$ cat config.mk
export PLATFORM = sky130hd
export DESIGN_NAME = next_prime_finder_core
export DESIGN_NICKNAME = d
export VERILOG_FILES = /design/src/rtl/npf_pkg.sv /design/src/rtl/next_prime_finder_core.sv /design/src/rtl/npf_rem_unit.sv
export SDC_FILE = /design/constraint.sdc
export NUM_CORES = 1
export LEC_CHECK = 0
export ABC_CLOCK_PERIOD_IN_PS = 4100
export BUFFER_PORTS_ARGS = -buffer_cell sky130_fd_sc_hd__buf_2
export CAP_MARGIN = 20
export CORE_AREA = 2 2 169 171
export DETAILED_ROUTE_END_ITERATION = 6
export DIE_AREA = 0 0 171 173
export PLACE_DENSITY_LB_ADDON = 0.12
export REMOVE_ABC_BUFFERS = 1
export SYNTH_ARGS = -nofsm -noshare
export SYNTH_HDL_FRONTEND = slang
export SYNTH_SLANG_ARGS = --single-unit
$ cat constraint.sdc
create_clock -name clk -period 4.1 [get_ports clk]
set_clock_uncertainty 0.15 [all_clocks]
set_input_delay 0.82 -clock clk [delete_from_list [all_inputs] [get_ports clk]]
set_output_delay 0.82 -clock clk [all_outputs]
set_load 0.005 [all_outputs]
$ cat src/rtl/npf_pkg.sv
// ----------------------------------------------------------------------------
// npf_pkg
// shared widths and types for the next prime finder
// ----------------------------------------------------------------------------
package npf_pkg;

    localparam int IN_W    = 32;
    localparam int CAND_W  = 31;
    localparam int DIV_W   = 16;
    localparam int SQ_W    = 32;
    localparam int CNT_W   = 5;

    localparam logic [CNT_W-1:0]  DIV_STEPS   = 5'd31;
    localparam logic [CAND_W-1:0] SMALL_PRIME = 31'd2;
    localparam logic [DIV_W-1:0]  FIRST_DIV   = 16'd3;
    localparam logic [SQ_W-1:0]   FIRST_SQ    = 32'd9;

    typedef struct packed {
        logic done;
        logic zero;
    } rem_status_t;

endpackage

$ cat src/rtl/next_prime_finder_core.sv
// ----------------------------------------------------------------------------
// next_prime_finder_core
// smallest prime not less than a signed 32-bit start value
// ----------------------------------------------------------------------------
// usage:
//   the input channel (in_valid, in_stall, start_value) takes one word at a
//   time; in_stall stays high from acceptance until the result is loaded
//   into the output register. the output channel (out_valid, out_stall,
//   next_prime) holds that word until taken, and a new input word may be
//   accepted while it waits.
//   start values below 2, negatives included, give 2.
//   each candidate is tried against odd divisors 3, 5, 7, ... up to its
//   square root; every divisor takes one pass of the bit-serial remainder
//   unit (31 shift steps plus issue and check), so the time from acceptance
//   to out_valid grows with the number of candidates and divisors tried,
//   and is longest for a large prime.
//   when the receiver stalls with a result already held, the search ends
//   and waits for the output register to free up.
//   reset clears all control state; the block is idle and ready afterwards.
// ----------------------------------------------------------------------------
module next_prime_finder_core
(
    input  logic                        clk,
    input  logic                        rst_n,
    input  logic                        in_valid,
    output logic                        in_stall,
    input  logic [npf_pkg::IN_W-1:0]    start_value,
    output logic                        out_valid,
    input  logic                        out_stall,
    output logic [npf_pkg::CAND_W-1:0]  next_prime
);

    typedef enum logic [2:0] {
        IDLE,
        CHECK,
        BOUND,
        DIVIDE,
        FINISH
    } state_t;

    state_t                     state_reg;
    logic [npf_pkg::CAND_W-1:0] cand_reg;
    logic [npf_pkg::DIV_W-1:0]  divisor_reg;
    logic [npf_pkg::SQ_W-1:0]   sq_reg;
    logic                       out_valid_reg;
    logic [npf_pkg::CAND_W-1:0] next_prime_reg;
    logic                       below_two;
    logic                       past_root;
    logic                       div_start;
    logic                       in_accept;
    logic                       out_free;
    logic                       out_load;
    npf_pkg::rem_status_t       rem_status;

    assign in_accept = in_valid && (state_reg == IDLE);
    assign in_stall  = (state_reg != IDLE);
    assign out_free  = !out_valid_reg || !out_stall;
    assign out_load  = (state_reg == FINISH) && out_free;
    assign below_two = start_value[npf_pkg::IN_W-1]
                       || (start_value[npf_pkg::IN_W-2:1] == '0);
    assign past_root = (sq_reg > {1'b0, cand_reg});
    assign div_start = (state_reg == BOUND) && !past_root;

    npf_rem_unit u_rem
    (
        .clk      (clk),
        .rst_n    (rst_n),
        .start    (div_start),
        .dividend (cand_reg),
        .divisor  (divisor_reg),
        .status   (rem_status)
    );

    always_ff @(posedge clk or negedge rst_n)
    begin
        if (!rst_n)
        begin
            state_reg      <= IDLE;
            cand_reg       <= '0;
            divisor_reg    <= '0;
            sq_reg         <= '0;
            out_valid_reg  <= 1'b0;
            next_prime_reg <= '0;
        end
        else
        begin
            if (out_load)
            begin
                out_valid_reg <= 1'b1;
            end
            else if (out_valid_reg && !out_stall)
            begin
                out_valid_reg <= 1'b0;
            end
            case (state_reg)
                IDLE:
                begin
                    if (in_accept)
                    begin
                        cand_reg  <= below_two ? npf_pkg::SMALL_PRIME
                                               : start_value[npf_pkg::CAND_W-1:0];
                        state_reg <= CHECK;
                    end
                end
                CHECK:
                begin
                    if (cand_reg == npf_pkg::SMALL_PRIME)
                    begin
                        state_reg <= FINISH;
                    end
                    else if (!cand_reg[0])
                    begin
                        cand_reg <= cand_reg + 1'b1;
                    end
                    else
                    begin
                        divisor_reg <= npf_pkg::FIRST_DIV;
                        sq_reg      <= npf_pkg::FIRST_SQ;
                        state_reg   <= BOUND;
                    end
                end
                BOUND:
                begin
                    state_reg <= past_root ? FINISH : DIVIDE;
                end
                DIVIDE:
                begin
                    if (rem_status.done)
                    begin
                        if (rem_status.zero)
                        begin
                            cand_reg  <= cand_reg + 1'b1;
                            state_reg <= CHECK;
                        end
                        else
                        begin
                            // (d+2)^2 = d^2 + 4d + 4
                            sq_reg      <= sq_reg + {14'd0, divisor_reg, 2'b00} + 32'd4;
                            divisor_reg <= divisor_reg + 16'd2;
                            state_reg   <= BOUND;
                        end
                    end
                end
                FINISH:
                begin
                    if (out_free)
                    begin
                        next_prime_reg <= cand_reg;
                        state_reg      <= IDLE;
                    end
                end
                default:
                begin
                    state_reg <= IDLE;
                end
            endcase
        end
    end

    assign out_valid  = out_valid_reg;
    assign next_prime = next_prime_reg;

    a_accept_busy: assert property (@(posedge clk) disable iff (!rst_n)
        in_valid && !in_stall |=> in_stall)
        else $error("input accepted but block not busy");

    a_result_floor: assert property (@(posedge clk) disable iff (!rst_n)
        out_valid |-> next_prime >= npf_pkg::SMALL_PRIME)
        else $error("result below smallest prime");

    a_done_in_divide: assert property (@(posedge clk) disable iff (!rst_n)
        rem_status.done |-> state_reg == DIVIDE)
        else $error("remainder finished outside divide state");

    a_odd_divisor: assert property (@(posedge clk) disable iff (!rst_n)
        state_reg == BOUND |-> divisor_reg[0])
        else $error("even trial divisor");

endmodule

$ cat src/rtl/npf_rem_unit.sv
// ----------------------------------------------------------------------------
// npf_rem_unit
// bit-serial restoring remainder, one dividend bit per cycle
// ----------------------------------------------------------------------------
module npf_rem_unit
(
    input  logic                         clk,
    input  logic                         rst_n,
    input  logic                         start,
    input  logic [npf_pkg::CAND_W-1:0]   dividend,
    input  logic [npf_pkg::DIV_W-1:0]    divisor,
    output npf_pkg::rem_status_t         status
);

    logic [npf_pkg::CAND_W-1:0] shift_reg;
    logic [npf_pkg::DIV_W-1:0]  divisor_reg;
    logic [npf_pkg::DIV_W-1:0]  rem_reg;
    logic [npf_pkg::DIV_W-1:0]  rem_next;
    logic [npf_pkg::CNT_W-1:0]  count_reg;
    logic                       busy_reg;
    logic                       done_reg;
    logic                       zero_reg;
    logic [npf_pkg::DIV_W:0]    trial;
    logic [npf_pkg::DIV_W+1:0]  diff;

    assign trial    = {rem_reg, shift_reg[npf_pkg::CAND_W-1]};
    assign diff     = {1'b0, trial} - {2'b00, divisor_reg};
    assign rem_next = diff[npf_pkg::DIV_W+1] ? trial[npf_pkg::DIV_W-1:0]
                                             : diff[npf_pkg::DIV_W-1:0];

    always_ff @(posedge clk or negedge rst_n)
    begin
        if (!rst_n)
        begin
            shift_reg   <= '0;
            divisor_reg <= '0;
            rem_reg     <= '0;
            count_reg   <= '0;
            busy_reg    <= 1'b0;
            done_reg    <= 1'b0;
            zero_reg    <= 1'b0;
        end
        else
        begin
            done_reg <= 1'b0;
            if (start)
            begin
                shift_reg   <= dividend;
                divisor_reg <= divisor;
                rem_reg     <= '0;
                count_reg   <= npf_pkg::DIV_STEPS;
                busy_reg    <= 1'b1;
            end
            else if (busy_reg)
            begin
                shift_reg <= {shift_reg[npf_pkg::CAND_W-2:0], 1'b0};
                rem_reg   <= rem_next;
                count_reg <= count_reg - 1'b1;
                if (count_reg == 5'd1)
                begin
                    busy_reg <= 1'b0;
                    done_reg <= 1'b1;
                    zero_reg <= (rem_next == '0);
                end
            end
        end
    end

    assign status.done = done_reg;
    assign status.zero = zero_reg;

endmodule
Word-level counts from Yosys, hierarchy flattened

Cells that the tools add are included.

Logic and storage cells: 100
Register bits: 185
Input port bits: 36
Output and inout port bits: 33

Eq/ne operators: 15
Bitwise operators: 1
$lt $le $gt $ge: 1
Multiplexer cells: 40
$add $sub $neg: 6
Reductions and logical operators: 23

Operator list:

| cell                                                 | number |
|---|---|
| two-way mux 31 bit                                   | 8 |
| two-way mux 32 bit                                   | 4 |
| two-way mux 16 bit                                   | 7 |
| one-hot mux 31 bit (3 select lines)                  | 1 |
| one-hot mux 32 bit (2 select lines)                  | 1 |
| adder 32 x 18 -> 32 bit                              | 1 |
| adder 32 x 3 -> 32 bit, second input constant        | 1 |
| greater-than comparator 32 x 31 -> 1 bit             | 1 |
| one-hot mux 16 bit (2 select lines)                  | 1 |
| adder 31 x 1 -> 31 bit, second input constant        | 1 |
| equality test 31 x 2 -> 1 bit, second input constant | 1 |
| zero test 30 bit                                     | 1 |
| two-way mux 3 bit                                    | 6 |
| subtractor 17 x 16 -> 18 bit                         | 1 |
| adder 16 x 2 -> 16 bit, second input constant        | 1 |
| zero test 16 bit                                     | 1 |
| one-hot mux 3 bit (5 select lines)                   | 1 |
| inequality test 2 bit, second input constant         | 6 |
| two-way mux 5 bit                                    | 2 |
| AND reduction 5 bit                                  | 2 |
| two-way mux 1 bit                                    | 8 |
| equality test 3 x 2 -> 1 bit, second input constant  | 2 |
| AND reduction 6 bit                                  | 1 |
| nonzero test 2 bit                                   | 3 |
| other kinds (16)                                     | 24 |

Depth between registers and ports, before layout

Depth after elaboration: 5
Depth in mapped cells: 14
Mapped depth without buffers: 14

By module

Synthesis repeated with hierarchy kept, for this count alone.

Cell total of the unflattened synthesis: 1265
Area total of the unflattened synthesis: 11264.6 um^2

By module, submodules not included:

| module                 | area each (um^2) | seq. area each (um^2) | cells an instance | instances |
|---|---|---|---|---|
| next_prime_finder_core | 7277.0           | 2827.7                | 843               | 1 |
| npf_rem_unit           | 3987.6           | 1776.7                | 422               | 1 |

Worst setup path before layout

OpenSTA, ideal clock, no wires.

Path type: flip-flop to flip-flop
Start point: reg divisor_reg[1] in the netlist's numbering
End point: reg sq_reg[31] in the netlist's numbering
Data required time: 3.873 ns
Cell stages (with the launch flop): 13
Data arrival time: 2.839 ns
Setup slack: 1.033 ns
Clock period less this slack: 3.067 ns
Buffers on the path: 0
Setup time: 0.077 ns
Path through: dfrtp_1 ha_1 ha_1 inv_1 fa_1 and2b_1 o21bai_4 a31o_4 nor2_8 a31oi_4 o21a_1 or4_1 a21oi_1

Longest elaborated chain between the ends: 5

Ends and longest elaborated chain:

| element                             | line                          | RTL |
|---|---|---|
| from (decl)                         | next_prime_finder_core.sv:43  | `logic [npf_pkg::DIV_W-1:0] divisor_reg;` |
| from (signal assigned)              | next_prime_finder_core.sv:117 | `divisor_reg <= npf_pkg::FIRST_DIV;` |
| from (signal assigned)              | next_prime_finder_core.sv:139 | `divisor_reg <= divisor_reg + 16'd2;` |
| adder 32 x 18 -> 32 bit             | next_prime_finder_core.sv:138 | `sq_reg <= sq_reg + {14'd0, divisor_reg, 2'b00} + 32'd4;` |
| adder 32 x 3 -> 32 bit              | next_prime_finder_core.sv:138 |  |
| two-way mux 32 bit                  | next_prime_finder_core.sv:130 | `if (rem_status.zero)` |
| two-way mux 32 bit                  | next_prime_finder_core.sv:128 | `if (rem_status.done)` |
| one-hot mux 32 bit (2 select lines) | next_prime_finder_core.sv:95  | `case (state_reg)` |
| to (signal assigned)                | next_prime_finder_core.sv:118 | `sq_reg <= npf_pkg::FIRST_SQ;` |
| to (signal assigned)                | next_prime_finder_core.sv:138 |  |
| to (decl)                           | next_prime_finder_core.sv:44  | `logic [npf_pkg::SQ_W-1:0] sq_reg;` |

No other way between the ends. The select of a mux whose other input is x is not followed.
A chain may end at the register's enable or synchronous reset.

Worst setup path in the final report

Start point: reg u_rem.shift_reg[30] in the netlist's numbering
End point: reg u_rem.zero_reg

Longest elaborated chain between the ends: 3

Ends and longest elaborated chain:

| element                      | line               | RTL |
|---|---|---|
| from (decl)                  | npf_rem_unit.sv:15 | `logic [npf_pkg::CAND_W-1:0] shift_reg;` |
| from (signal assigned)       | npf_rem_unit.sv:48 | `shift_reg <= dividend;` |
| from (signal assigned)       | npf_rem_unit.sv:56 | `shift_reg <= {shift_reg[npf_pkg::CAND_W-2:0], 1'b0};` |
| subtractor 17 x 16 -> 18 bit | npf_rem_unit.sv:27 | `assign diff = {1'b0, trial} - {2'b00, divisor_reg};` |
| two-way mux 16 bit *         | npf_rem_unit.sv:28 | `assign rem_next = diff[npf_pkg::DIV_W+1] ? trial[npf_pkg::DIV_W-1:0]` |
| zero test 16 bit *           | npf_rem_unit.sv:63 | `zero_reg <= (rem_next == '0);` |
| to (signal assigned)         | npf_rem_unit.sv:63 |  |
| to (decl)                    | npf_rem_unit.sv:22 | `logic zero_reg;` |

Every way passes the cells marked *; elsewhere a longest branch is shown, timed or not.

==> impl_metrics.json <==
{
  "drc": 0,
  "setup_ws_ns": 0.8159,
  "p_leak_nw": 6.163,
  "critPathMaxFanout": 4,
  "fin_area_sq_um": 12910,
  "ys_seq_area_frac": 0.3986,
  "drive_above_1_share": 0.1207,
  "cts_tree": "built",
  "ys.flop_type": "dfrtp_1",
  "grt_first_pass_wirelength_um": 52250,
  "mostFrequentLayoutCell": "dfrtp_1",
  "die_area_sq_um": 29580,
  "synthArstFlopShare": 1.000,
  "rr_worst_depth": 11,
  "instances_no_fill": 1737,
  "fmax_ghz": 0.3045,
  "place_area_sq_um": 12320,
  "portBuffers": 68,
  "ant_nets": 0,
  "clkTransAtPathRegs_ns": 0.08,
  "p_sw_w": 0.003862,
  "maxCapViolations": 0,
  "reg2reg_slack_ns": 0.82,
  "core.rowCount": 61,
  "drt_pass1_iterations": 5,
  "cts_resized": 0,
  "syn2layout_area_growth_pct": 11.75,
  "pwr-share-seq": 0.323,
  "initial_utilization": 0.4181,
  "final_nets": 1468,
  "syn_inst": 1303,
  "h-tree-depth": 4,
  "cp.required_ns": 4.29,
  "worstReg2RegEnd": "u_rem.zero_reg",
  "vdd_drop_max_mv": 0.3291,
  "final_cell_mix": "dfrtp_1, o21ai_0, nand2_1",
  "cts_buffers": 17,
  "slew_violations": 0,
  "start_kind": "flop",
  "p_comb_frac": 0.484,
  "ys_ff_latch": 184,
  "hp-class": "primary input to asynchronous set/reset pin",
  "die_width_um": 171,
  "clkPwrFrac": 0.193,
  "syn_area_sq_um": 11550,
  "worstMarginPinSlew_ns": 1.032,
  "yosysWarnings": 0,
  "rsz0062_at_grt": "no",
  "outcome": "complete, no violations",
  "core_area_sq_um": 27630,
  "finalWeightedCongestion": 0.8855,
  "initialDrtViolationCount": 734,
  "timing.setup.tns_ns": 0,
  "viasPerCell": 5.655,
  "antennaDiodeCount": 0,
  "dp_hpwl_um": 24250,
  "synth_edf_count": 0,
  "intPower_w": 0.004727,
  "arrival_ns": 3.47,
  "antenna_found_initial": 0,
  "io_pins": 69,
  "clock_latency_ns": 0.44,
  "clockBufferDepth": 2,
  "overflow": 0,
  "synthDistinctLibCells": 85,
  "syn_area_per_cell_sq_um": 8.865,
  "fillCellCount": 2729,
  "switching_share": 0.4496,
  "first_global_vias": 9419,
  "grt_max_degree": 80,
  "cts_num_sinks": 184,
  "grt_usage": 0.2251,
  "finalHoldViolCount": 0,
  "ctsRootBufferMaster": "clkbuf_16",
  "cts_hold_buffers": 0,
  "wirelength_um": 32500,
  "relSlewSlack": 0.3115,
  "pwr_density_cell_nw_per_um2": 665.4,
  "totalPowerFinal_w": 0.008589,
  "period_needed_ns": 3.284,
  "crit-reg2reg-launch": "u_rem.shift_reg[30]",
  "post_drt_wl_per_cell_um": 18.71,
  "crit_type": "flop to flop",
  "place_inst": 1705,
  "postCtsSetupBuffers": 0,
  "die_h_um": 173,
  "fin_crit_sh": 0.8010,
  "vias": 9823,
  "setup_violations": 0,
  "setup.worst_path.end_class": "flop",
  "dp_slack_ns": 0.8408
}
power groups by stage:
| stage | combinational, W | sequential (W) | clock, W |
|---|---|---|---|
| 2_1_floorplan | 0.00288 | 0.00265 | 0 |
| 3_3_place_gp | 0.00410 | 0.00280 | 0 |
| 3_5_place_dp | 0.00413 | 0.00280 | 0 |
| 4_1_cts | 0.00415 | 0.00277 | 0.00170 |
| 5_1_grt | 0.00469 | 0.00284 | 0.00177 |
| 6_report | 0.00416 | 0.00278 | 0.00166 |
logic make-up after synthesis:
logic type / Yosys count / synth area share
xor+xnor: 37 / 0.02805
simple gates: 412 / 0.1751
fa+ha+maj: 86 / 0.09445
compound gates: 411 / 0.2244
mux: 37 / 0.03228
flops: 184 / 0.3986
buf+inv: 136 / 0.04701
cell usage after synthesis, types with 10 or more instances:
| master | count | area [sq um] |
|---|---|---|
| a21oi_1 | 73 | 365.4 |
| nor4_1 | 19 | 118.9 |
| mux2i_1 | 35 | 350.3 |
| o21ai_0 | 175 | 875.8 |
| ha_1 | 84 | 1051 |
| nand2_1 | 168 | 630.6 |
| o31ai_1 | 10 | 75.07 |
| clkbuf_1 | 40 | 150.1 |
| xor2_1 | 13 | 113.9 |
| xnor2_1 | 24 | 210.2 |
| a211oi_1 | 12 | 90.09 |
| nand4_1 | 24 | 150.1 |
| a31oi_1 | 15 | 93.84 |
| a22o_1 | 11 | 96.34 |
| a21o_1 | 20 | 150.1 |
| a22oi_1 | 13 | 97.59 |
| inv_1 | 66 | 247.7 |
| and3_1 | 13 | 81.33 |
| buf_2 | 25 | 125.1 |
| nor2_1 | 84 | 315.3 |
| nor3_1 | 19 | 95.09 |
| dfrtp_1 | 184 | 4604 |
| nand3_1 | 29 | 145.1 |
metal layers:
layer	routed length [um]	vias up	GRT usage
li1	-	4800	-
met3	1258	23	0.02472
met4	494	0	0.05897
met5	0	-	0
met1	15600	4787	0.3221
met2	15140	213	0.3621
critical path, cell delays in order, from the launching register on:
cell	delay, ns
dfrtp_1	0.41
inv_1	0.06
ha_1	0.21
fa_1	0.44
and2b_1	0.31
o211ai_2	0.16
a2111oi_4	0.44
o21ai_0	0.18
a21oi_1	0.21
xor2_1	0.08
mux2_2	0.30
o31ai_2	0.24
final cells by class:
class,instances,area (sq um),share of cell area
inverter,67,251.5,0.01948
timing repair buffer,93,574.3,0.04449
clock inverter,13,138.9,0.01076
sequential,184,4606,0.3568
tap,378,473.0,0.03664
multi-input combinational,983,6412,0.4968
clock buffer,19,452.9,0.03509
through the flow:
step / hold slack [ns] / utilization
floorplan: 0.2675 / -
global placement: 0.2806 / 0.4458
detailed placement: 0.2872 / 0.4458
CTS: 0.2961 / 0.4672
global route: 0.3147 / 0.4672
finish: 0.2737 / 0.4672
worst max-delay path by stage:
stage                         from             endpoint  slack [ns]  cells past startpoint
2_1_floorplan         cand_reg[15]       u_rem.zero_reg        0.24                     10
3_3_place_gp           cand_reg[3]  u_rem.shift_reg[15]        0.81                     11
3_5_place_dp          cand_reg[19]  u_rem.shift_reg[26]        0.84                     10
4_1_cts               cand_reg[19]  u_rem.shift_reg[26]        0.79                     10
5_1_grt                cand_reg[7]  u_rem.shift_reg[26]        0.55                     10
6_report       u_rem.shift_reg[30]       u_rem.zero_reg        0.82                     11
(Power assumes the default switching activity.)
